<file path="src/hdl/tmq_pkg.sv">
// ----------------------------------------------------------------------------
// tmq_pkg: shared types and constants of the timed message queue
// Request and status codes, the stored entry layout, compare unit results
// and the sequencer states.
// ----------------------------------------------------------------------------
`default_nettype none

package tmq_pkg;

  localparam int DefQueueDepth = 16;

  typedef enum logic [1:0] {
    REQ_ENQ  = 2'd0,
    REQ_QRY  = 2'd1,
    REQ_REM  = 2'd2,
    REQ_POLL = 2'd3
  } req_type_e;

  typedef enum logic [1:0] {
    STAT_OK   = 2'd0,
    STAT_FULL = 2'd1,
    STAT_NONE = 2'd2,
    STAT_NULL = 2'd3
  } status_e;

  typedef enum logic [1:0] {
    S_IDLE,
    S_SCAN,
    S_PUT,
    S_FIN
  } state_e;

  typedef struct packed {
    logic signed [63:0] due_time;
    logic [7:0]         handler_id;
    logic signed [31:0] message_code;
    logic [15:0]        object_id;
  } entry_t;

  typedef struct packed {
    req_type_e          req_type;
    logic signed [63:0] due_time;
    logic [7:0]         handler_id;
    logic signed [31:0] message_code;
    logic [15:0]        object_id;
  } req_t;

  typedef struct packed {
    logic le;     // entry time at or below request time
    logic match;  // handler, code and (unless zero) object agree
  } cmp_t;

  typedef struct packed {
    status_e     status;
    entry_t      pop;
    logic [4:0]  occupancy;
  } rsp_t;

endpackage

`default_nettype wire

</file>
<file path="src/hdl/tmq_req_if.sv">
// ----------------------------------------------------------------------------
// tmq_req_if: request channel of the timed message queue
// Valid/ready handshake carrying one request item.
// ----------------------------------------------------------------------------
`default_nettype none

interface tmq_req_if;
  logic               valid;
  logic               ready;
  logic [1:0]         req_type;
  logic signed [63:0] due_time;
  logic [7:0]         handler_id;
  logic signed [31:0] message_code;
  logic [15:0]        object_id;

  modport source (
    output valid, req_type, due_time, handler_id, message_code, object_id,
    input  ready
  );

  modport sink (
    input  valid, req_type, due_time, handler_id, message_code, object_id,
    output ready
  );
endinterface

`default_nettype wire

</file>
<file path="src/hdl/tmq_rsp_if.sv">
// ----------------------------------------------------------------------------
// tmq_rsp_if: response channel of the timed message queue
// Valid/ready handshake carrying one result item.
// ----------------------------------------------------------------------------
`default_nettype none

interface tmq_rsp_if;
  logic               valid;
  logic               ready;
  logic [1:0]         status;
  logic signed [63:0] out_time;
  logic [7:0]         out_handler;
  logic signed [31:0] out_code;
  logic [15:0]        out_object;
  logic [4:0]         occupancy;

  modport source (
    output valid, status, out_time, out_handler, out_code, out_object, occupancy,
    input  ready
  );

  modport sink (
    input  valid, status, out_time, out_handler, out_code, out_object, occupancy,
    output ready
  );
endinterface

`default_nettype wire

</file>
<file path="src/hdl/timed_message_queue.sv">
// ----------------------------------------------------------------------------
// timed_message_queue: time-ordered message queue with tag removal
// Entries sorted by signed due time, equal times in arrival order. Enqueue,
// has-query, remove matching and poll head, one result item per request.
//
//   channel   dir   handshake           payload
//   req_i     in    valid/ready         req_type, due_time, handler_id,
//                                       message_code, object_id
//   rsp_o     out   valid/ready         status, out_time, out_handler,
//                                       out_code, out_object, occupancy
//
// The time from accept to result grows with the entries held, as the entry
// memory gives one entry a cycle to the shared compare unit; rejected
// requests skip the scan. Reset clears only the state, the entry count and
// the result valid; the memory needs no clearing pass.
// Only one request is in work at a time; a new item is taken while the last
// result still waits in the output register, and a stalled result holds the
// sequencer in its final step.
// ----------------------------------------------------------------------------
`default_nettype none

module timed_message_queue #(
  parameter int QUEUE_DEPTH = tmq_pkg::DefQueueDepth
) (
  input  wire logic   clk_i,
  input  wire logic   rst_ni,
  tmq_req_if.sink     req_i,
  tmq_rsp_if.source   rsp_o
);
  import tmq_pkg::*;

  localparam int IW = $clog2(QUEUE_DEPTH);
  localparam int CW = $clog2(QUEUE_DEPTH + 1);

  state_e          state_q, state_d;
  req_t            req_q, req_d;
  logic [CW-1:0]   cnt_q, cnt_d;
  logic [IW-1:0]   cur_q, cur_d;
  logic [CW-1:0]   wptr_q, wptr_d;
  logic [IW-1:0]   put_q, put_d;
  status_e         stat_q, stat_d;
  entry_t          pop_q, pop_d;
  rsp_t            rsp_q, rsp_d;
  logic            rsp_valid_q, rsp_valid_d;

  logic            mem_we;
  logic [IW-1:0]   mem_waddr;
  entry_t          mem_wdata;
  logic [IW-1:0]   mem_raddr;
  entry_t          mem_rdata;
  cmp_t            cmp_res;

  logic [CW-1:0]   cur_ext;
  logic [CW-1:0]   cur_inc;
  logic [CW-1:0]   cnt_m1;
  logic [CW-1:0]   w_next;
  logic            cur_last;
  logic            drop;
  logic [CW+4:0]   occ_ext;

  tmq_mem #(
    .QUEUE_DEPTH (QUEUE_DEPTH),
    .IW          (IW)
  ) u_mem (
    .clk_i   (clk_i),
    .we_i    (mem_we),
    .waddr_i (mem_waddr),
    .wdata_i (mem_wdata),
    .raddr_i (mem_raddr),
    .rdata_o (mem_rdata)
  );

  // Every scan step holds the entry read last cycle against the request.
  tmq_cmp u_cmp (
    .entry_i (mem_rdata),
    .req_i   (req_q),
    .res_o   (cmp_res)
  );

  assign cur_ext  = CW'(cur_q);
  assign cur_inc  = cur_ext + CW'(1);
  assign cnt_m1   = cnt_q - CW'(1);
  assign cur_last = (cur_inc == cnt_q);
  // Poll compacts like remove, dropping only the head.
  assign drop     = (req_q.req_type == REQ_REM) ? cmp_res.match : (cur_q == '0);
  assign w_next   = drop ? wptr_q : (wptr_q + CW'(1));
  assign occ_ext  = {5'd0, cnt_q};

  assign req_i.ready = (state_q == S_IDLE);

  assign rsp_o.valid       = rsp_valid_q;
  assign rsp_o.status      = rsp_q.status;
  assign rsp_o.out_time    = rsp_q.pop.due_time;
  assign rsp_o.out_handler = rsp_q.pop.handler_id;
  assign rsp_o.out_code    = rsp_q.pop.message_code;
  assign rsp_o.out_object  = rsp_q.pop.object_id;
  assign rsp_o.occupancy   = rsp_q.occupancy;

  always_ff @(posedge clk_i or negedge rst_ni) begin
    if (!rst_ni) begin
      state_q     <= S_IDLE;
      cnt_q       <= '0;
      rsp_valid_q <= 1'b0;
    end else begin
      state_q     <= state_d;
      cnt_q       <= cnt_d;
      rsp_valid_q <= rsp_valid_d;
    end
  end

  always_ff @(posedge clk_i) begin
    req_q  <= req_d;
    cur_q  <= cur_d;
    wptr_q <= wptr_d;
    put_q  <= put_d;
    stat_q <= stat_d;
    pop_q  <= pop_d;
    rsp_q  <= rsp_d;
  end

  always_comb begin
    state_d     = state_q;
    req_d       = req_q;
    cnt_d       = cnt_q;
    cur_d       = cur_q;
    wptr_d      = wptr_q;
    put_d       = put_q;
    stat_d      = stat_q;
    pop_d       = pop_q;
    rsp_d       = rsp_q;
    rsp_valid_d = rsp_valid_q && !rsp_o.ready;

    mem_we    = 1'b0;
    mem_waddr = cur_inc[IW-1:0];
    mem_wdata = mem_rdata;
    mem_raddr = cur_q;

    unique case (state_q)
      S_IDLE: begin
        if (req_i.valid) begin
          req_d.req_type     = req_type_e'(req_i.req_type);
          req_d.due_time     = req_i.due_time;
          req_d.handler_id   = req_i.handler_id;
          req_d.message_code = req_i.message_code;
          req_d.object_id    = req_i.object_id;
          pop_d              = '0;
          cur_d              = '0;
          wptr_d             = '0;
          mem_raddr          = '0;
          unique case (req_type_e'(req_i.req_type))
            REQ_ENQ: begin
              if (cnt_q == CW'(QUEUE_DEPTH)) begin
                stat_d  = STAT_FULL;
                state_d = S_FIN;
              end else if (cnt_q == '0) begin
                put_d   = '0;
                state_d = S_PUT;
              end else begin
                // Scan from the tail, shifting later entries up by one.
                mem_raddr = cnt_m1[IW-1:0];
                cur_d     = cnt_m1[IW-1:0];
                state_d   = S_SCAN;
              end
            end
            REQ_QRY, REQ_REM: begin
              if (req_i.handler_id == 8'd0) begin
                stat_d  = STAT_NULL;
                state_d = S_FIN;
              end else if (cnt_q == '0) begin
                stat_d  = STAT_NONE;
                state_d = S_FIN;
              end else begin
                state_d = S_SCAN;
              end
            end
            REQ_POLL: begin
              if (cnt_q == '0) begin
                stat_d  = STAT_NONE;
                state_d = S_FIN;
              end else begin
                state_d = S_SCAN;
              end
            end
            default: state_d = S_IDLE;
          endcase
        end
      end

      S_SCAN: begin
        case (req_q.req_type)
          REQ_ENQ: begin
            if (cmp_res.le) begin
              put_d   = cur_inc[IW-1:0];
              state_d = S_PUT;
            end else begin
              mem_we = 1'b1;
              if (cur_q == '0) begin
                put_d   = '0;
                state_d = S_PUT;
              end else begin
                mem_raddr = cur_q - IW'(1);
                cur_d     = cur_q - IW'(1);
              end
            end
          end
          REQ_QRY: begin
            if (cmp_res.match) begin
              stat_d  = STAT_OK;
              state_d = S_FIN;
            end else if (cur_last) begin
              stat_d  = STAT_NONE;
              state_d = S_FIN;
            end else begin
              mem_raddr = cur_inc[IW-1:0];
              cur_d     = cur_inc[IW-1:0];
            end
          end
          default: begin
            // Remove and poll: keep survivors, packed down at the write pointer.
            if (drop && (req_q.req_type == REQ_POLL)) begin
              pop_d = mem_rdata;
            end
            if (!drop) begin
              mem_we    = 1'b1;
              mem_waddr = wptr_q[IW-1:0];
            end
            wptr_d = w_next;
            if (cur_last) begin
              cnt_d   = w_next;
              stat_d  = (w_next != cnt_q) ? STAT_OK : STAT_NONE;
              state_d = S_FIN;
            end else begin
              mem_raddr = cur_inc[IW-1:0];
              cur_d     = cur_inc[IW-1:0];
            end
          end
        endcase
      end

      S_PUT: begin
        mem_we                 = 1'b1;
        mem_waddr              = put_q;
        mem_wdata.due_time     = req_q.due_time;
        mem_wdata.handler_id   = req_q.handler_id;
        mem_wdata.message_code = req_q.message_code;
        mem_wdata.object_id    = req_q.object_id;
        cnt_d                  = cnt_q + CW'(1);
        stat_d                 = STAT_OK;
        state_d                = S_FIN;
      end

      S_FIN: begin
        // Hold until the output register is free.
        if (!rsp_valid_q || rsp_o.ready) begin
          rsp_valid_d     = 1'b1;
          rsp_d.status    = stat_q;
          rsp_d.pop       = pop_q;
          rsp_d.occupancy = occ_ext[4:0];
          state_d         = S_IDLE;
        end
      end

      default: state_d = S_IDLE;
    endcase
  end

endmodule

`default_nettype wire

</file>
<file path="src/hdl/tmq_mem.sv">
// ----------------------------------------------------------------------------
// tmq_mem: entry storage
// One write port and one read port with registered read data.
// ----------------------------------------------------------------------------
`default_nettype none

module tmq_mem #(
  parameter int QUEUE_DEPTH = tmq_pkg::DefQueueDepth,
  parameter int IW          = $clog2(QUEUE_DEPTH)
) (
  input  wire logic            clk_i,
  input  wire logic            we_i,
  input  wire logic [IW-1:0]   waddr_i,
  input  wire tmq_pkg::entry_t wdata_i,
  input  wire logic [IW-1:0]   raddr_i,
  output tmq_pkg::entry_t      rdata_o
);
  import tmq_pkg::*;

  entry_t mem_q [QUEUE_DEPTH];
  entry_t rdata_q;

  always_ff @(posedge clk_i) begin
    if (we_i) begin
      mem_q[waddr_i] <= wdata_i;
    end
  end

  always_ff @(posedge clk_i) begin
    rdata_q <= mem_q[raddr_i];
  end

  assign rdata_o = rdata_q;

endmodule

`default_nettype wire

</file>
<file path="src/hdl/tmq_cmp.sv">
// ----------------------------------------------------------------------------
// tmq_cmp: shared compare unit
// Signed time order and match test of one stored entry against the request.
// ----------------------------------------------------------------------------
`default_nettype none

module tmq_cmp (
  input  wire tmq_pkg::entry_t entry_i,
  input  wire tmq_pkg::req_t   req_i,
  output tmq_pkg::cmp_t        res_o
);
  import tmq_pkg::*;

  always_comb begin
    res_o.le    = ($signed(entry_i.due_time) <= $signed(req_i.due_time));
    res_o.match = (entry_i.handler_id == req_i.handler_id) &&
                  (entry_i.message_code == req_i.message_code) &&
                  ((req_i.object_id == 16'd0) || (entry_i.object_id == req_i.object_id));
  end

endmodule

`default_nettype wire

</file>
<file path="src/flat_wrapper.sv">
// flat-port wrapper written by rule: the top's interface ports become plain ports
module timed_message_queue_flat import tmq_pkg::*;
#(
  parameter int QUEUE_DEPTH = tmq_pkg::DefQueueDepth
)
  (clk_i, rst_ni, req_i_valid, req_i_req_type, req_i_due_time, req_i_handler_id, req_i_message_code, req_i_object_id, req_i_ready, rsp_o_valid, rsp_o_status, rsp_o_out_time, rsp_o_out_handler, rsp_o_out_code, rsp_o_out_object, rsp_o_occupancy, rsp_o_ready);
  tmq_req_if req_i_i ();
  tmq_rsp_if rsp_o_i ();
  input  wire logic clk_i;
  input  wire logic rst_ni;
  input wire logic [$bits(req_i_i.valid)-1:0] req_i_valid;
  input wire logic [$bits(req_i_i.req_type)-1:0] req_i_req_type;
  input wire logic [$bits(req_i_i.due_time)-1:0] req_i_due_time;
  input wire logic [$bits(req_i_i.handler_id)-1:0] req_i_handler_id;
  input wire logic [$bits(req_i_i.message_code)-1:0] req_i_message_code;
  input wire logic [$bits(req_i_i.object_id)-1:0] req_i_object_id;
  output wire logic [$bits(req_i_i.ready)-1:0] req_i_ready;
  output wire logic [$bits(rsp_o_i.valid)-1:0] rsp_o_valid;
  output wire logic [$bits(rsp_o_i.status)-1:0] rsp_o_status;
  output wire logic [$bits(rsp_o_i.out_time)-1:0] rsp_o_out_time;
  output wire logic [$bits(rsp_o_i.out_handler)-1:0] rsp_o_out_handler;
  output wire logic [$bits(rsp_o_i.out_code)-1:0] rsp_o_out_code;
  output wire logic [$bits(rsp_o_i.out_object)-1:0] rsp_o_out_object;
  output wire logic [$bits(rsp_o_i.occupancy)-1:0] rsp_o_occupancy;
  input wire logic [$bits(rsp_o_i.ready)-1:0] rsp_o_ready;
  assign req_i_i.valid = req_i_valid;
  assign req_i_i.req_type = req_i_req_type;
  assign req_i_i.due_time = req_i_due_time;
  assign req_i_i.handler_id = req_i_handler_id;
  assign req_i_i.message_code = req_i_message_code;
  assign req_i_i.object_id = req_i_object_id;
  assign req_i_ready = req_i_i.ready;
  assign rsp_o_valid = rsp_o_i.valid;
  assign rsp_o_status = rsp_o_i.status;
  assign rsp_o_out_time = rsp_o_i.out_time;
  assign rsp_o_out_handler = rsp_o_i.out_handler;
  assign rsp_o_out_code = rsp_o_i.out_code;
  assign rsp_o_out_object = rsp_o_i.out_object;
  assign rsp_o_occupancy = rsp_o_i.occupancy;
  assign rsp_o_i.ready = rsp_o_ready;
  timed_message_queue #(.QUEUE_DEPTH(QUEUE_DEPTH)) u_core (.clk_i(clk_i), .rst_ni(rst_ni), .req_i(req_i_i), .rsp_o(rsp_o_i));
endmodule
</file>
<file path="config.mk">
export PLATFORM = sky130hd
export DESIGN_NAME = timed_message_queue_flat
export DESIGN_NICKNAME = d
export VERILOG_FILES = /design/src/hdl/tmq_pkg.sv /design/src/hdl/tmq_req_if.sv /design/src/hdl/tmq_rsp_if.sv /design/src/hdl/timed_message_queue.sv /design/src/hdl/tmq_mem.sv /design/src/hdl/tmq_cmp.sv /design/src/flat_wrapper.sv
export SDC_FILE = /design/constraint.sdc
export NUM_CORES = 2
export LEC_CHECK = 0
export ABC_AREA = 1
export BUFFER_PORTS_ARGS = -buffer_cell sky130_fd_sc_hd__buf_2
export CORE_MARGIN = 1
export CORE_UTILIZATION = 61
export CTS_BUF_LIST = sky130_fd_sc_hd__clkbuf_8
export DETAILED_ROUTE_END_ITERATION = 12
export GPL_ROUTABILITY_DRIVEN = 0
export PLACE_DENSITY = 0.78
export REMOVE_ABC_BUFFERS = 1
export SKIP_CTS_REPAIR_TIMING = 1
export SYNTH_ARGS = -nofsm -noshare
export SYNTH_HDL_FRONTEND = slang
export SYNTH_SLANG_ARGS = --single-unit
</file>
<file path="constraint.sdc">
create_clock -name clk_i -period 17.1 [get_ports clk_i]
set_clock_uncertainty 0.15 [all_clocks]
set_input_delay 1.71 -clock clk_i [delete_from_list [all_inputs] [get_ports clk_i]]
set_output_delay 1.71 -clock clk_i [all_outputs]
set_load 0.005 [all_outputs]
</file>
==> run summary <==
The endpoint identified for the worst register-to-register timing path is u_core.u_mem.rdata_o[45]. The number of global-route vias before repair is slightly below 70000. STA classifies the critical path endpoint as a flip-flop.

For this run the aggregate overflow at the end of global routing stands at 0. The path class of the lowest-slack min-delay path is flip-flop to flip-flop. The clock passes through at most 4 buffers. The count of buffers added on input and output ports is about 250.

After the first detailed-routing iteration, the DRC count stood at 11000. Of the available clock period, the critical path in the final layout requires 0.474. The maximum number of pins on one net before global-route repair is 254. The proportion of synthesized area in mux cells came out at 0. The iteration count of the initial detailed-routing pass is 9. For flop-to-flop paths, the worst setup slack is ~9 ns. The horizontal die dimension is between 400 and 500 um. The async set-or-reset flop fraction in the synthesized netlist came out at 0.00329. The count of yosys warnings during synthesis is 0. The layer flagged by global routing as most heavily used is met2. The number of CTS-inserted buffers came out at between 300 and 400. The met1 global-route usage is 0.441. In this run the mean area of a mapped cell was between 10 and 15 um^2. The hold violation count in the final report came out at 0. STA classifies the critical path startpoint as a flip-flop. Setup repair after global routing left no endpoint under its margin. The clock slew at the register clock pins of the worst setup and hold paths is approximately 0.060 ns. The distinct cell type count after synthesis is 47. The final antenna-violating net count came out at 0. The final number of max-transition violations came out at 0. The synthesized cell area came out at around 100000 um^2.

The maximum fanout count along the critical path is approximately 200. The final net count is 9650. The number of antenna violations at the first check in global routing is 8. The initial standard-cell utilization of the core is 0.615. The number of design rule violations left after detail routing came out at 0. The first global-routing pass estimated ~420000 um of wire. The area share of xor/xnor cells in the synthesized design came out at 0.00459. The gate count after technology mapping came out at between 9000 and 10000. The count of standard-cell rows came out at 150.

The count of flip-flops with a built-in enable after synthesis is 2300. In the global route stage, overall resource usage came out at 0.328. The largest individual stage delay along the critical path comes from the cell nand2_8. The fraction of final layout cells sized beyond drive strength 1 is 0.0978.

The placed wire-length estimate is between 100000 and 150000 um. The setup-violating endpoint count in the final report came out at 0. The worst setup path endpoint is u_core.u_mem.rdata_o[45]. The CTS H-tree depth is 5.

The tool flagged a number of max-cap violations equal to 0. The area growth from synthesis to final layout is 10.1%. The core footprint came out at 167000 um^2. Clock tree synthesis selected as its root buffer the cell clkbuf_8. The flow ran to the end, and the final reports show no timing, DRC or antenna violations. The sequential share of the synthesized area came out at 0.699. TritonCTS built the clock tree. Measured against its own limit, the worst slew margin works out to 0.0442. The worst register-to-register path begins at u_core.req_q[75].

The fraction of the mapped netlist area in adder cells came out at 0.00926. For this run, the leading register cell type out of synthesis is edfxtp_1. The final worst hold slack came out at 0.260 ns. The routed wire length came out at 281000 um.

The clock period minus final worst setup slack came out at around 8.1 ns. The cell that appears most often on the critical path is nand2_1. For the worst-skew pair, the clock arrives at the later sink with an insertion delay of between 1 and 1.5 ns. The I/O pin count is approximately 260. The clock net in this run drives a total of about 2400 sinks. The data required time at the worst endpoint came out at roughly 18 ns. The detailed-route wire length per cell came out at between 20 and 25 um. The post-synthesis compound-gate area fraction is 0.0107. In this run the worst setup path begins at u_core.req_q[75]. The global-route met2 utilization came out at 0.519. The maximum single-stage delay on the critical path came out at 0.99 ns. After synthesis the netlist holds a flip-flop and latch count of around 2400. The slew at the pin closest to its max-slew limit came out at about 1.4 ns. In the global route stage, met3 resource usage came out at 0.0612. The via density per instance is roughly 6.0. The simple-gate share of the synthesized area is 0.223. The number of vias in the routed layout came out at 71800.

The arrival time of the worst setup path came out at approximately 8.9 ns. By startpoint and endpoint, the worst setup path is classified as flip-flop to flip-flop. The height of the die is between 400 and 500 um.

For this run, the top clock speed supported by timing is about 120 MHz. By area, the combinational part of the netlist is dominated by simple AND/OR/NAND/NOR gates. The die outline area came out at about 170000 um^2.

The cell count of the worst reg-to-reg path came out at 26.
[per-layer routing]
metal / vias up / wire (um) / share of wire
met5: - / 28 / 0.00010
met4: 4 / 12500 / 0.044
met3: 858 / 32800 / 0.12
met2: 4783 / 132000 / 0.47
met1: 34400 / 104000 / 0.37
li1: 31800 / - / -
[stage by stage]
stage / utilization / setup slack (ns) / std cells / instance area (um^2) / setup TNS [ns]
detailed placement: 0.633 / 9.20 / 11300 / 106000 / 0
finish: 0.677 / 9.00 / 12000 / 113000 / 0
global placement: 0.633 / 9.40 / 11300 / 106000 / 0
global route: 0.677 / 8.55 / 12000 / 113000 / 0
floorplan: - / -28.94 / 8626 / 100000 / -3500.88
CTS: 0.677 / 9.18 / 12000 / 113000 / 0
[how the worst min path moves through the flow]
stage                     start                         to  cells after the start
2_1_floorplan  u_core.pop_q[16]   u_core.rsp_o.out_code[0]                      0
3_3_place_gp   u_core.pop_q[32]  u_core.rsp_o.out_code[16]                      0
3_5_place_dp   u_core.pop_q[43]  u_core.rsp_o.out_code[27]                      0
4_1_cts        u_core.pop_q[88]  u_core.rsp_o.out_time[32]                      0
5_1_grt        u_core.pop_q[88]  u_core.rsp_o.out_time[32]                      0
6_report       u_core.pop_q[76]  u_core.rsp_o.out_time[20]                      0
[layout make-up]
class                   instances  area [um^2]
flip-flops and latches       2432        71700
fillers                     11800        54000
multi-input cells            5430        25700
clock buffers                 439         6040
inverters                     764         2890
well taps                    2204         2760
repair buffers                427         2720
clock inverters               260         1180
diodes                          8         20.0
[sequential cells by signal (all words and copies together) (netlist names), 4 cells and up]
signal and cells:
u_core.u_mem.mem_q 1920, u_core.req_q 122, u_core.pop_q 120, u_core.u_mem.rdata_o 120
u_core.rsp_o.out_time 64, u_core.rsp_o.out_code 32, u_core.rsp_o.out_object 16, u_core.rsp_o.out_handler 8
u_core.cnt_q 5, u_core.rsp_o.occupancy 5, u_core.wptr_q 5, u_core.cur_q 4
u_core.put_q 4
[logic make-up (layout without fill, tap and decap cells)]
family | Yosys count | count (layout)
AOI/OAI and AO/OA | 198 | 198
xor gates and xnor gates | 53 | 53
adders and majority gates | 76 | 76
buffers and inverters | 1314 | 1890
DFF | 2432 | 2432
other | 0 | 8
and+or+nand+nor | 5103 | 5103
[cells in the mapped netlist, drive strengths merged, types with 6 or more instances]
library cell / number / area (um^2)
nand4: 19 / 119
nor4: 6 / 37.5
dfxtp: 124 / 2480
xor2: 27 / 244
nand2: 3017 / 11300
nor3: 13 / 65.1
edfxtp: 2300 / 69100
inv: 764 / 2870
dfrtp: 8 / 200
clkbuf: 193 / 724
o21ai: 122 / 614
xnor2: 26 / 228
nor2: 86 / 323
a21oi: 40 / 211
nand3b: 482 / 3620
ha: 76 / 951
nand3: 1473 / 7380
buf: 357 / 1870
[placed cells by master, fill, tap and decap left out, types with 16 or more instances in the layout]
cell and instances:
nor2_1 70, clkinv_1 62, a21oi_1 38, buf_4 161
nand4_1 19, clkbuf_8 439, ha_1 74, xor2_1 26
nand3_1 1472, nor2_4 16, edfxtp_1 2300, dfxtp_1 124
nand2_1 3012, nand3b_1 482, xnor2_1 26, o21ai_0 110
clkinv_2 36, inv_1 910, buf_2 254
[worst max-delay path, delay by kind of cell (launching register included)]
kind	cells	cell delay [ns]
fa+ha+maj	1	0.30
buf+inv	4	2.38
flops	1	0.32
simple gates	21	4.65
Power is left out: the tool's default activity adds up to more than one toggle a clock period on the data nets, which glitch-free logic cannot reach.
